### src/hw/rtl/fpic_pkg.sv
// Shared types and constants for the 3x3 fixed-point inverse/compose core.
package fpic_pkg;
	localparam logic [1:0] CMD_LOAD_LOCAL = 2'd0;
	localparam logic [1:0] CMD_LOAD_TARGET = 2'd1;
	localparam logic [1:0] CMD_RUN = 2'd2;
	localparam logic CFG_SCALE_MIN = 1'b0;
	localparam logic CFG_SCALE_MAX = 1'b1;
	localparam int CfgWidth = 25;
	localparam logic [CfgWidth-1:0] SCALE_MIN_RST = 25'd2048;
	localparam logic [CfgWidth-1:0] SCALE_MAX_RST = 25'd4096;
	localparam logic signed [15:0] ONE_Q12 = 16'sd4096;
	typedef struct packed {
		logic start;
		logic signed [47:0] num;
		logic signed [16:0] den;
	} div_req_t;
	typedef struct packed {
		logic done;
		logic signed [47:0] quo;
	} div_rsp_t;
endpackage

### src/hw/rtl/fpic_div.sv
// Sequential signed divider, one quotient bit per cycle, truncating toward zero.
module fpic_div (
	input  logic              clk,
	input  logic              arst_n,
	input  fpic_pkg::div_req_t req,
	output fpic_pkg::div_rsp_t rsp
);
	import fpic_pkg::*;
	logic [47:0] rem_q, quo_q;
	logic [16:0] den_q;
	logic neg_q, busy_q, done_q;
	logic [5:0] cnt_q;
	logic [48:0] trial;
	logic [47:0] shifted;
	logic signed [47:0] quo_res;

	assign shifted = {rem_q[46:0], quo_q[47]};
	assign trial = {1'b0, shifted} - {32'd0, den_q};

	always_ff @(posedge clk or negedge arst_n) begin
		if (!arst_n) begin
			busy_q <= 1'b0;
			cnt_q <= '0;
			done_q <= 1'b0;
		end else begin
			done_q <= 1'b0;
			if (req.start) begin
				busy_q <= 1'b1;
				cnt_q <= 6'd48;
			end else if (busy_q) begin
				cnt_q <= cnt_q - 6'd1;
				if (cnt_q == 6'd1) begin
					busy_q <= 1'b0;
					done_q <= 1'b1;
				end
			end
		end
	end

	always_ff @(posedge clk) begin
		if (req.start) begin
			rem_q <= '0;
			quo_q <= req.num[47] ? 48'(-req.num) : req.num;
			den_q <= req.den[16] ? 17'(-req.den) : req.den;
			neg_q <= req.num[47] ^ req.den[16];
		end else if (busy_q) begin
			if (!trial[48]) begin
				rem_q <= trial[47:0];
				quo_q <= {quo_q[46:0], 1'b1};
			end else begin
				rem_q <= shifted;
				quo_q <= {quo_q[46:0], 1'b0};
			end
		end
	end

	assign quo_res = neg_q ? 48'(-$signed(quo_q)) : $signed(quo_q);
	assign rsp = '{done: done_q, quo: quo_res};

	a_done_pulse: assert property (@(posedge clk) disable iff (!arst_n)
		rsp.done |=> !rsp.done) else $error("done longer than one cycle");
	a_start_idle: assert property (@(posedge clk) disable iff (!arst_n)
		req.start |=> busy_q) else $error("divider not busy after start");
	a_done_end: assert property (@(posedge clk) disable iff (!arst_n)
		rsp.done |-> !busy_q) else $error("done while busy");
endmodule

### src/hw/rtl/fixed_point_3x3_inverse_compose_core.sv
// Top level: matrix stores, sequencer, shared multiplier and divider.
// Load commands are taken one per cycle while idle. A run holds busy while the solver walks
// every pivot through one 16x32 multiplier and one 48-bit bit-serial divider: per pivot
// 2*ORDER divisions by the pivot, plus the pivot product and the elimination terms (division
// by 4096 is a shift). If the product of the pivots lies within the configured limits it
// then composes with the same multiplier; else the target is emitted unchanged. It emits
// ORDER*ORDER results, one per cycle, with strobe out_valid, each registered in S_EMIT.
// The receiver cannot stall; results must be taken as they appear.
module fixed_point_3x3_inverse_compose_core #(
	parameter int ORDER = 3
) (
	input  logic        clk,
	input  logic        arst_n,
	input  logic        start,
	output logic        busy,
	input  logic [1:0]  command,
	input  logic [1:0]  row,
	input  logic [1:0]  col,
	input  logic signed [15:0] value,
	output logic        out_valid,
	output logic [1:0]  out_row,
	output logic [1:0]  out_col,
	output logic signed [15:0] out_value,
	output logic        applied,
	output logic        last,
	input  logic        cfg_valid,
	output logic        cfg_ready,
	input  logic        cfg_index,
	input  logic [fpic_pkg::CfgWidth-1:0] cfg_data
);
	import fpic_pkg::*;
	localparam int N = ORDER * ORDER;
	localparam logic [3:0] S_IDLE = 4'd0, S_PIV = 4'd1, S_PMUL = 4'd2, S_PDIV = 4'd3,
		S_NORM = 4'd4, S_NDIV = 4'd5, S_RECIP = 4'd6, S_RDIV = 4'd7,
		S_ELIM = 4'd8, S_EMUL = 4'd9, S_EDIV = 4'd10, S_CHK = 4'd11,
		S_COMP = 4'd12, S_EMIT = 4'd13;

	logic signed [15:0] loc_q [N];
	logic signed [15:0] tgt_q [N];
	logic signed [15:0] prod_q [N];
	logic [CfgWidth-1:0] smin_q, smax_q;
	logic [3:0] st_q;
	logic [1:0] i_q, j_q, k_q, r_q, c_q;
	logic signed [16:0] piv_q;
	logic signed [15:0] u_q;
	logic signed [31:0] scale_q;
	logic signed [47:0] mul_q, acc_q;
	logic ok_q, wait_q;
	div_req_t dreq;
	div_rsp_t drsp;

	fpic_div u_div (.clk(clk), .arst_n(arst_n), .req(dreq), .rsp(drsp));

	function automatic logic [3:0] idx(input logic [1:0] a, input logic [1:0] b);
		return 4'(int'(a) * ORDER + int'(b));
	endfunction

	assign busy = (st_q != S_IDLE);
	assign cfg_ready = 1'b1;

	logic signed [15:0] mul_a;
	logic signed [31:0] mul_b;
	always_comb begin
		mul_a = '0;
		mul_b = '0;
		case (st_q)
			S_PMUL: begin mul_a = piv_q[15:0]; mul_b = scale_q; end
			S_EMUL: begin mul_a = loc_q[idx(i_q, k_q)]; mul_b = 32'(u_q); end
			S_COMP: begin mul_a = loc_q[idx(r_q, k_q)]; mul_b = 32'(tgt_q[idx(k_q, c_q)]); end
			default: ;
		endcase
	end

	logic [1:0] lastix;
	assign lastix = 2'(ORDER - 1);
	logic signed [47:0] cmp_sum, sh, term;
	assign cmp_sum = acc_q + mul_q;
	assign sh = cmp_sum >>> 12;
	assign term = (mul_q + (mul_q[47] ? 48'sd4095 : 48'sd0)) >>> 12;

	always_ff @(posedge clk or negedge arst_n) begin
		if (!arst_n) begin
			st_q <= S_IDLE;
			smin_q <= SCALE_MIN_RST;
			smax_q <= SCALE_MAX_RST;
			scale_q <= 32'sd4096;
			out_valid <= 1'b0;
			wait_q <= 1'b0;
			dreq.start <= 1'b0;
		end else begin
			dreq.start <= 1'b0;
			out_valid <= 1'b0;
			if (cfg_valid) begin
				if (cfg_index == CFG_SCALE_MIN) smin_q <= cfg_data;
				else smax_q <= cfg_data;
			end
			case (st_q)
				S_IDLE: begin
					if (start && int'(row) < ORDER && int'(col) < ORDER) begin
						if (command == CMD_LOAD_LOCAL) loc_q[idx(row, col)] <= value;
						else if (command == CMD_LOAD_TARGET) tgt_q[idx(row, col)] <= value;
					end
					if (start && command == CMD_RUN) begin
						st_q <= S_PIV;
						i_q <= '0;
						scale_q <= 32'sd4096;
					end
				end
				S_PIV: begin
					piv_q <= (loc_q[idx(i_q, i_q)] == 0) ? 17'(ONE_Q12)
						: 17'(loc_q[idx(i_q, i_q)]);
					st_q <= S_PMUL;
					wait_q <= 1'b0;
				end
				S_PMUL: begin
					if (!wait_q) begin
						mul_q <= 48'(mul_a * mul_b);
						wait_q <= 1'b1;
					end else begin
						scale_q <= 32'((48'sd0 + $signed(mul_q[31:0])
							+ ($signed(mul_q[31:0]) < 0 ? 48'sd4095 : 48'sd0)) >>> 12);
						k_q <= '0;
						st_q <= S_NORM;
					end
				end
				S_NORM: begin
					dreq.num <= 48'(loc_q[idx(i_q, k_q)]) <<< 12;
					dreq.den <= piv_q;
					dreq.start <= 1'b1;
					st_q <= S_NDIV;
				end
				S_NDIV: if (drsp.done) begin
					loc_q[idx(i_q, k_q)] <= drsp.quo[15:0];
					if (k_q == lastix) st_q <= S_RECIP;
					else begin k_q <= k_q + 2'd1; st_q <= S_NORM; end
				end
				S_RECIP: begin
					dreq.num <= 48'sd16777216;
					dreq.den <= piv_q;
					dreq.start <= 1'b1;
					st_q <= S_RDIV;
				end
				S_RDIV: if (drsp.done) begin
					loc_q[idx(i_q, i_q)] <= drsp.quo[15:0];
					j_q <= (i_q == 2'd0) ? 2'd1 : 2'd0;
					st_q <= S_ELIM;
				end
				S_ELIM: begin
					u_q <= loc_q[idx(j_q, i_q)];
					k_q <= '0;
					wait_q <= 1'b0;
					st_q <= S_EMUL;
				end
				S_EMUL: begin
					if (k_q == i_q) begin
						dreq.num <= -(48'(u_q) <<< 12);
						dreq.den <= piv_q;
						dreq.start <= 1'b1;
						st_q <= S_EDIV;
					end else if (!wait_q) begin
						mul_q <= 48'(mul_a * mul_b);
						wait_q <= 1'b1;
					end else begin
						loc_q[idx(j_q, k_q)] <= 16'(loc_q[idx(j_q, k_q)] - term[15:0]);
						st_q <= S_EDIV;
					end
				end
				S_EDIV: if (drsp.done || k_q != i_q) begin
					if (k_q == i_q) loc_q[idx(j_q, k_q)] <= drsp.quo[15:0];
					wait_q <= 1'b0;
					if (k_q != lastix) begin
						k_q <= k_q + 2'd1;
						st_q <= S_EMUL;
					end else if (j_q == lastix || (j_q + 2'd1 == i_q && i_q == lastix)) begin
						if (i_q == lastix) st_q <= S_CHK;
						else begin i_q <= i_q + 2'd1; st_q <= S_PIV; end
					end else begin
						j_q <= (j_q + 2'd1 == i_q) ? j_q + 2'd2 : j_q + 2'd1;
						st_q <= S_ELIM;
					end
				end
				S_CHK: begin
					ok_q <= !scale_q[31] && ($unsigned(scale_q) >= 32'(smin_q))
						&& ($unsigned(scale_q) <= 32'(smax_q));
					r_q <= '0; c_q <= '0; k_q <= '0;
					acc_q <= '0; mul_q <= '0; wait_q <= 1'b0;
					st_q <= ((!scale_q[31] && ($unsigned(scale_q) >= 32'(smin_q))
						&& ($unsigned(scale_q) <= 32'(smax_q)))) ? S_COMP : S_EMIT;
				end
				S_COMP: begin
					acc_q <= cmp_sum;
					mul_q <= 48'(mul_a * mul_b);
					if (wait_q) begin
						prod_q[idx(r_q, c_q)] <= (sh > 48'sd32767) ? 16'sh7fff
							: (sh < -48'sd32768) ? 16'sh8000 : sh[15:0];
						acc_q <= '0;
						mul_q <= '0;
						wait_q <= 1'b0;
						k_q <= '0;
						if (c_q == lastix) begin
							c_q <= '0;
							if (r_q == lastix) begin
								st_q <= S_EMIT;
								r_q <= '0;
							end else r_q <= r_q + 2'd1;
						end else c_q <= c_q + 2'd1;
					end else begin
						if (k_q == lastix) begin k_q <= '0; wait_q <= 1'b1; end
						else k_q <= k_q + 2'd1;
					end
				end
				S_EMIT: begin
					out_valid <= 1'b1;
					out_row <= r_q;
					out_col <= c_q;
					out_value <= ok_q ? prod_q[idx(r_q, c_q)] : tgt_q[idx(r_q, c_q)];
					applied <= ok_q;
					last <= (r_q == lastix && c_q == lastix);
					if (ok_q) tgt_q[idx(r_q, c_q)] <= prod_q[idx(r_q, c_q)];
					if (c_q == lastix) begin
						c_q <= '0;
						if (r_q == lastix) st_q <= S_IDLE;
						else r_q <= r_q + 2'd1;
					end else c_q <= c_q + 2'd1;
				end
				default: st_q <= S_IDLE;
			endcase
		end
	end

	a_emit_busy: assert property (@(posedge clk) disable iff (!arst_n)
		out_valid |-> $past(busy)) else $error("result while idle");
	a_last_end: assert property (@(posedge clk) disable iff (!arst_n)
		(out_valid && last) |=> !out_valid) else $error("result after last");
	a_div_busy: assert property (@(posedge clk) disable iff (!arst_n)
		drsp.done |-> busy) else $error("divide done while idle");
endmodule
### config.mk
export PLATFORM = sky130hd
export DESIGN_NAME = fixed_point_3x3_inverse_compose_core
export DESIGN_NICKNAME = d
export VERILOG_FILES = /design/src/hw/rtl/fpic_pkg.sv /design/src/hw/rtl/fpic_div.sv /design/src/hw/rtl/fixed_point_3x3_inverse_compose_core.sv
export SDC_FILE = /design/constraint.sdc
export NUM_CORES = 2
export LEC_CHECK = 0
export ABC_AREA = 1
export CAP_MARGIN = 30
export CORE_MARGIN = 2
export CORE_UTILIZATION = 30
export DETAILED_ROUTE_END_ITERATION = 8
export DONT_BUFFER_PORTS = 1
export PLACE_DENSITY = 0.49
export SYNTH_ARGS = -nofsm -noshare
export SYNTH_HDL_FRONTEND = slang
export SYNTH_SLANG_ARGS = --single-unit
### constraint.sdc
create_clock -name clk -period 23 [get_ports clk]
set_input_delay 6.9 -clock clk [delete_from_list [all_inputs] [get_ports clk]]
set_output_delay 6.9 -clock clk [all_outputs]
set_load 0.02 [all_outputs]
# Word level (Yosys, flattened, before mapping)

Memories as Yosys holds them, arrays and structs flattened. A register that Yosys moved wholly into a read port is not among the register bits.
Cells that the tools add are included.

Register bits after elaboration: 404
RAM bits: 432
Input bits: 52
Logic and storage cells: 299
Memories kept: 3

Add/subtract/negate cells: 24
$mul: 6
Order comparisons: 7
Equal/unequal tests: 44
Mux-type cells: 126
Bitwise gates (word level): 3
Reductions and logical operators: 56

Memory list:

| memory | depth | bits a word | rd ports | clocked after Yosys merged registers in | write ports | RTL line                                   | RTL |
|---|---|---|---|---|---|---|---|
| loc_q  | 9     | 16          | 5        | 1                                       | 1           | fixed_point_3x3_inverse_compose_core.sv:38 | `logic signed [15:0] loc_q [N];` |
| prod_q | 9     | 16          | 1        | 0                                       | 1           | fixed_point_3x3_inverse_compose_core.sv:40 | `logic signed [15:0] prod_q [N];` |
| tgt_q  | 9     | 16          | 2        | 1                                       | 1           | fixed_point_3x3_inverse_compose_core.sv:39 | `logic signed [15:0] tgt_q [N];` |

Operators by type and width:

| operator               | count |
|---|---|
| $mux W48               | 7 |
| $pmux W66 S3           | 1 |
| $pmux W48 S4           | 1 |
| $mux W16               | 9 |
| $pmux W32 S3           | 1 |
| $pmux W48 S2           | 1 |
| $mux W4                | 19 |
| $mux W66               | 1 |
| $mux W32               | 2 |
| $pmux W32 S2           | 1 |
| $reduce_or A16 Y1      | 4 |
| $pmux W4 S13           | 1 |
| $mux W2                | 25 |
| $sub A48 B17 Y49       | 1 |
| $add A48 B48 Y48       | 1 |
| $mul A16 B32 Y48       | 1 |
| $neg A28 Y48           | 1 |
| $neg A48 Y48           | 1 |
| $pmux W16 S3           | 1 |
| $mux W47               | 1 |
| $mux W1                | 45 |
| $gt A36 B16 Y1 const B | 1 |
| $lt A36 B16 Y1 const B | 1 |
| $ne A2 B2 Y1 const B   | 18 |
| other kinds (52)       | 121 |

# Logic depth before layout (Yosys ltp)

Depth after elaboration: 10
Depth in mapped cells: 40

# Cells and area by module

Synthesis repeated with hierarchy kept, for this count alone.

Cell total of the unflattened synthesis: 8,508
Area total of the unflattened synthesis: 67,263.3 sq um

By module, submodules not included:

| module                               | instances | cells each | area an instance (sq um) | seq. area each (sq um) |
|---|---|---|---|---|
| fixed_point_3x3_inverse_compose_core | 1         | 6,757      | 56,581.8                 | 21,324.2 |
| fpic_div                             | 1         | 1,751      | 10,681.5                 | 3,123.0 |

# Worst setup path before layout

No wires, ideal clock.

Path kind: in2reg
Start: in arst_n
End: reg mul_q[0] (enable)
Arrival time: 14.793 ns
Required time: 22.288 ns
Slack: 7.495 ns
Stages: 3
Path buffers: 1
Cells stage by stage: buf_2 inv_1 a2111oi_0

Word-level cells in the longest chain between the ends: 1

Ends and longest elaborated chain:

| what                        | RTL line                                    | RTL |
|---|---|---|
| from (decl)                 | fixed_point_3x3_inverse_compose_core.sv:13  | `input logic arst_n,` |
| $reduce_and A3 Y1 (no line) | --                                          |  |
| to (signal assigned)        | fixed_point_3x3_inverse_compose_core.sv:117 | `mul_q <= 48'(mul_a * mul_b);` |
| to (signal assigned)        | fixed_point_3x3_inverse_compose_core.sv:161 | `mul_q <= 48'(mul_a * mul_b);` |
| to (signal assigned)        | fixed_point_3x3_inverse_compose_core.sv:192 | `mul_q <= 48'(mul_a * mul_b);` |
| to (decl)                   | fixed_point_3x3_inverse_compose_core.sv:47  | `logic signed [47:0] mul_q, acc_q;` |

Every way passes these cells.
A chain may end at the register's enable or synchronous reset.

# Worst setup path after layout

Start: reg k_q[1]
End: reg mul_q[40] (data pin)

Word-level cells in the longest chain between the ends: 8
Elaborated cells on any way between the ends: 13
Classes of those cells: add/sub (3); mul (2); mux (6); memory (2)

Ends and longest elaborated chain:

| what                   | RTL line                                                                                                                              | RTL |
|---|---|---|
| from (decl)            | fixed_point_3x3_inverse_compose_core.sv:43                                                                                            | `logic [1:0] i_q, j_q, k_q, r_q, c_q;` |
| from (signal assigned) | fixed_point_3x3_inverse_compose_core.sv:172                                                                                           | `k_q <= k_q + 2'd1;` |
| from (signal assigned) | fixed_point_3x3_inverse_compose_core.sv:209                                                                                           | `else k_q <= k_q + 2'd1;` |
| $mul A2 B2 Y4          | fixed_point_3x3_inverse_compose_core.sv:55                                                                                            | `return 4'(int'(a) * ORDER + int'(b));` |
| $add A4 B2 Y4          | fixed_point_3x3_inverse_compose_core.sv:55                                                                                            |  |
| $mem_v2 Z9 W16         | --                                                                                                                                    |  |
| $pmux W32 S3           | fixed_point_3x3_inverse_compose_core.sv:66                                                                                            | `case (st_q)` |
| $mul A16 B32 Y48 *     | fixed_point_3x3_inverse_compose_core.sv:117, fixed_point_3x3_inverse_compose_core.sv:161, fixed_point_3x3_inverse_compose_core.sv:192 |  |
| $mux W48               | fixed_point_3x3_inverse_compose_core.sv:116, fixed_point_3x3_inverse_compose_core.sv:160                                              |  |
| $mux W48               | fixed_point_3x3_inverse_compose_core.sv:155                                                                                           | `if (k_q == i_q) begin` |
| $pmux W48 S4 *         | fixed_point_3x3_inverse_compose_core.sv:97                                                                                            | `case (st_q)` |

Mark *: on every way between the ends. The rest lies on a longest branch, timed or not. The select of a mux whose other input is x is not followed.

==> results.py <==
metrics = {
    "outcome": {
        "status": "completed",
    },
    "yosys": {
        "yosysMostFrequentCell": "nand2_1",
        "synth_warnings": 0,
        "synth-seq-area-share_pct": 38.0,
        "synth_ff_type": "edfxtp_1",
        "synth-edff-count": 711,
        "syn_area_um2": 64300,
        "ys_top_cells_by_area": "edfxtp_1, fa_1, nand2_1",
        "synth_area_per_cell_um2": 8.26,
        "synthArstFlopShare_pct": 10.2,
        "synth_common_cells": "nand2_1, inv_1, nor2_1",
        "ys_types": 82,
        "synth-seq-cells": 844,
        "synth_nets": 8486,
        "synth_largest_area_cell": "edfxtp_1",
        "synthCells": 7788,
        "yosys.area.top_type_share_pct": 33.2,
    },
    "route": {
        "first_pass_iters": 6,
        "drc": 0,
        "via_per_inst": 5.17,
        "wl_per_cell_um": 22.2,
        "antenna_left": 0,
        "routed_wl_mm": 237,
        "vias": 55100,
        "drt_iter0_drc": 4874,
    },
    "power": {
        "ir_drop_uv": 51.4,
        "combPwrFrac_pct": 2.3,
        "clockPowerShare_pct": 49.4,
        "swShare_pct": 22.5,
        "p_per_area_nw_per_um2": 48.2,
        "p_switching_w": 0.000773,
        "leakagePower_nw": 30.3,
        "p_int_w": 0.00267,
        "pwr-share-seq_pct": 48.3,
    },
    "setup_path": {
        "crit_arrival_ns": 11.63,
        "crit_top_cell": "inv_1",
        "critPathMaxStageDelay_ns": 0.71,
        "cp_data_required_time_ns": 23.54,
        "cp-start-kind": "register",
        "slowest_stage": "fa_1",
        "path_buf_inv": 13,
        "end_kind": "register",
        "worstSetupPathType": "register to register",
        "worstPathMaxFanout": 59,
        "crit_family": "adder cells",
    },
    "timing": {
        "hold_violations": 0,
        "fin_skew_ns": 0.0773,
        "slew_viol_final": 0,
        "max_slew_margin_pct": 28.8,
        "fmax_mhz": 90.2,
        "tightest_slew_ns": 1.06,
        "finalCritPeriodShare_pct": 48.2,
        "finalSetupTns_ns": 0,
        "period_needed_ns": 11.09,
        "setup_viol": 0,
        "rsz0062_at_grt": "no",
    },
    "flow_run": {
        "max-cap-violations": 0,
    },
    "cts": {
        "cts-root-buf": "clkbuf_16",
        "clock_path_buffers": 3,
        "clkLatencyLatePin_ns": 0.78,
        "cts_tree": "yes",
        "cts.htree.levels": 3,
        "cts_resized": 0,
        "cts_hold_buf": 0,
        "cts_setup_buffers": 0,
        "clkTransAtPathRegs_ns": 0.06,
        "cts.sinks": 844,
        "cts_buffers": 102,
    },
    "floorplanning": {
        "die_h_um": 467,
        "initial_core_util_pct": 30.1,
        "rows": 170,
        "core-area_um2": 214000,
        "ios": 77,
        "die_area_um2": 218000,
        "fp.dieW_um": 467,
    },
    "grt": {
        "grt_start_max_net_pins": 96,
        "grt_pass1_vias": 53200,
        "grt_pass1_wl_mm": 351,
        "antenna_found_initial": 10,
        "grt_overflow": 0,
        "grt_use_total_pct": 21.3,
    },
    "placed_design": {
        "dp_hpwl_mm": 176,
        "place_congestion": 0.959,
        "place_inst": 10400,
        "portBuffers": 0,
    },
    "cells_and_area": {
        "syn2layout_area_growth_pct": 10.9,
        "fin_util_pct": 33.4,
        "instances_no_fill": 10700,
        "layout-drive-gt1-share_pct": 6.11,
        "nets": 8413,
    },
    "min_path": {
        "hp-class": "register to register",
    },
}
## worst reg2reg max path, delay by kind of cell (launching register included)
family	cells	cell delay, ns
adders and majority gates	9	4.84
buffers and inverters	13	2.36
AOI/OAI and AO/OA	8	1.78
and+or+nand+nor	8	1.43
DFF	1	0.51
## stage by stage
step / instance area [um2] / worst slack, ns / hold slack (ns) / total power, W
after CTS: 71300 / 11.95 / 0.460 / 0.00348
final: 71400 / 11.91 / 0.457 / 0.00344
after global placement: 67700 / 12.20 / 0.441 / 0.00177
after detailed placement: 67800 / 12.05 / 0.447 / 0.00177
after global routing: 71400 / 11.24 / 0.501 / 0.00355
after floorplan: 64300 / 7.49 / 0.427 / 0.00174
## worst paths after layout
| kind | startpoint | endpoint | slack [ns] | depth (start not counted) |
|---|---|---|---|---|
| min in group asynchronous | arst_n | smax_q[9] | 5.82 | 0 |
| max in group asynchronous | arst_n | scale_q[12] | 16.88 | 0 |
| worst min-delay path | u_div.rem_q[46] | u_div.rem_q[46] | 0.46 | 2 |
| worst min register to register | u_div.rem_q[46] | u_div.rem_q[46] | 0.46 | 2 |
| worst max-delay path | k_q[1] | mul_q[40] | 11.91 | 38 |
| worst max register to register | k_q[1] | mul_q[40] | 11.91 | 38 |
## flip-flops by register name, summed over array words and instances, names as in the netlist, 25 cells and up
signal       flops
mul_q           48
u_div.quo_q     48
prod_q         144
u_div.rem_q     47
acc_q           48
dreq            53
smax_q          25
loc_q          144
tgt_q          144
smin_q          25
## placed cells by master, fill, tap and decap left out, types with 94 or more instances in the layout
master / netlist / final
o21ai_0: 679 / 677
clkbuf_16: 0 / 102
edfxtp_1: 711 / 711
ha_1: 286 / 279
fa_1: 360 / 357
a21oi_1: 536 / 535
o211ai_1: 94 / 94
buf_4: 9 / 115
nand2_1: 1390 / 1390
inv_1: 1261 / 1258
nand3_1: 323 / 323
nor2_1: 867 / 843
## per-layer routing
layer	share of wire (%)	track usage, %	vias to the layer above	routed length, um
met2	46	34.6	1980	109000
li1	-	-	25700	-
met5	0.022	0	-	51
met4	4.8	9.13	6	11400
met3	6.2	3.06	460	14700
met1	43	28.3	26900	101000
## power groups by stage
stage	clock network [W]	logic [W]	registers, W
after CTS	0.00174	0.0000786	0.00166
final	0.00170	0.0000778	0.00166
after floorplan	0	0.0000474	0.00169
after global routing	0.00180	0.0000874	0.00166
after global placement	0	0.0000761	0.00169
after detailed placement	0	0.0000783	0.00169
## final cells by class
cell class | instances | area, um2
fillers | 22700 | 143000
multi-input cells | 5335 | 33900
flip-flops and latches | 844 | 24400
inverters | 1308 | 4910
well taps | 2838 | 3550
clock buffers | 126 | 2700
repair buffers | 124 | 983
clock inverters | 64 | 815
diodes | 13 | 32.5
## kinds of logic after synthesis
| logic type | Yosys count | synth area share (%) |
|---|---|---|
| other | 2 | 0.0117 |
| AND/OR/NAND/NOR | 2810 | 18.0 |
| XOR/XNOR | 142 | 2.00 |
| AO/OA/AOI/OAI | 1734 | 15.5 |
| adder cells (fa/ha/maj) | 646 | 16.8 |
| buffers and inverters | 1609 | 9.67 |
| flip-flops | 844 | 38.0 |
| multiplexers | 1 | 0.0156 |
Power figures use the tool's default switching activity.
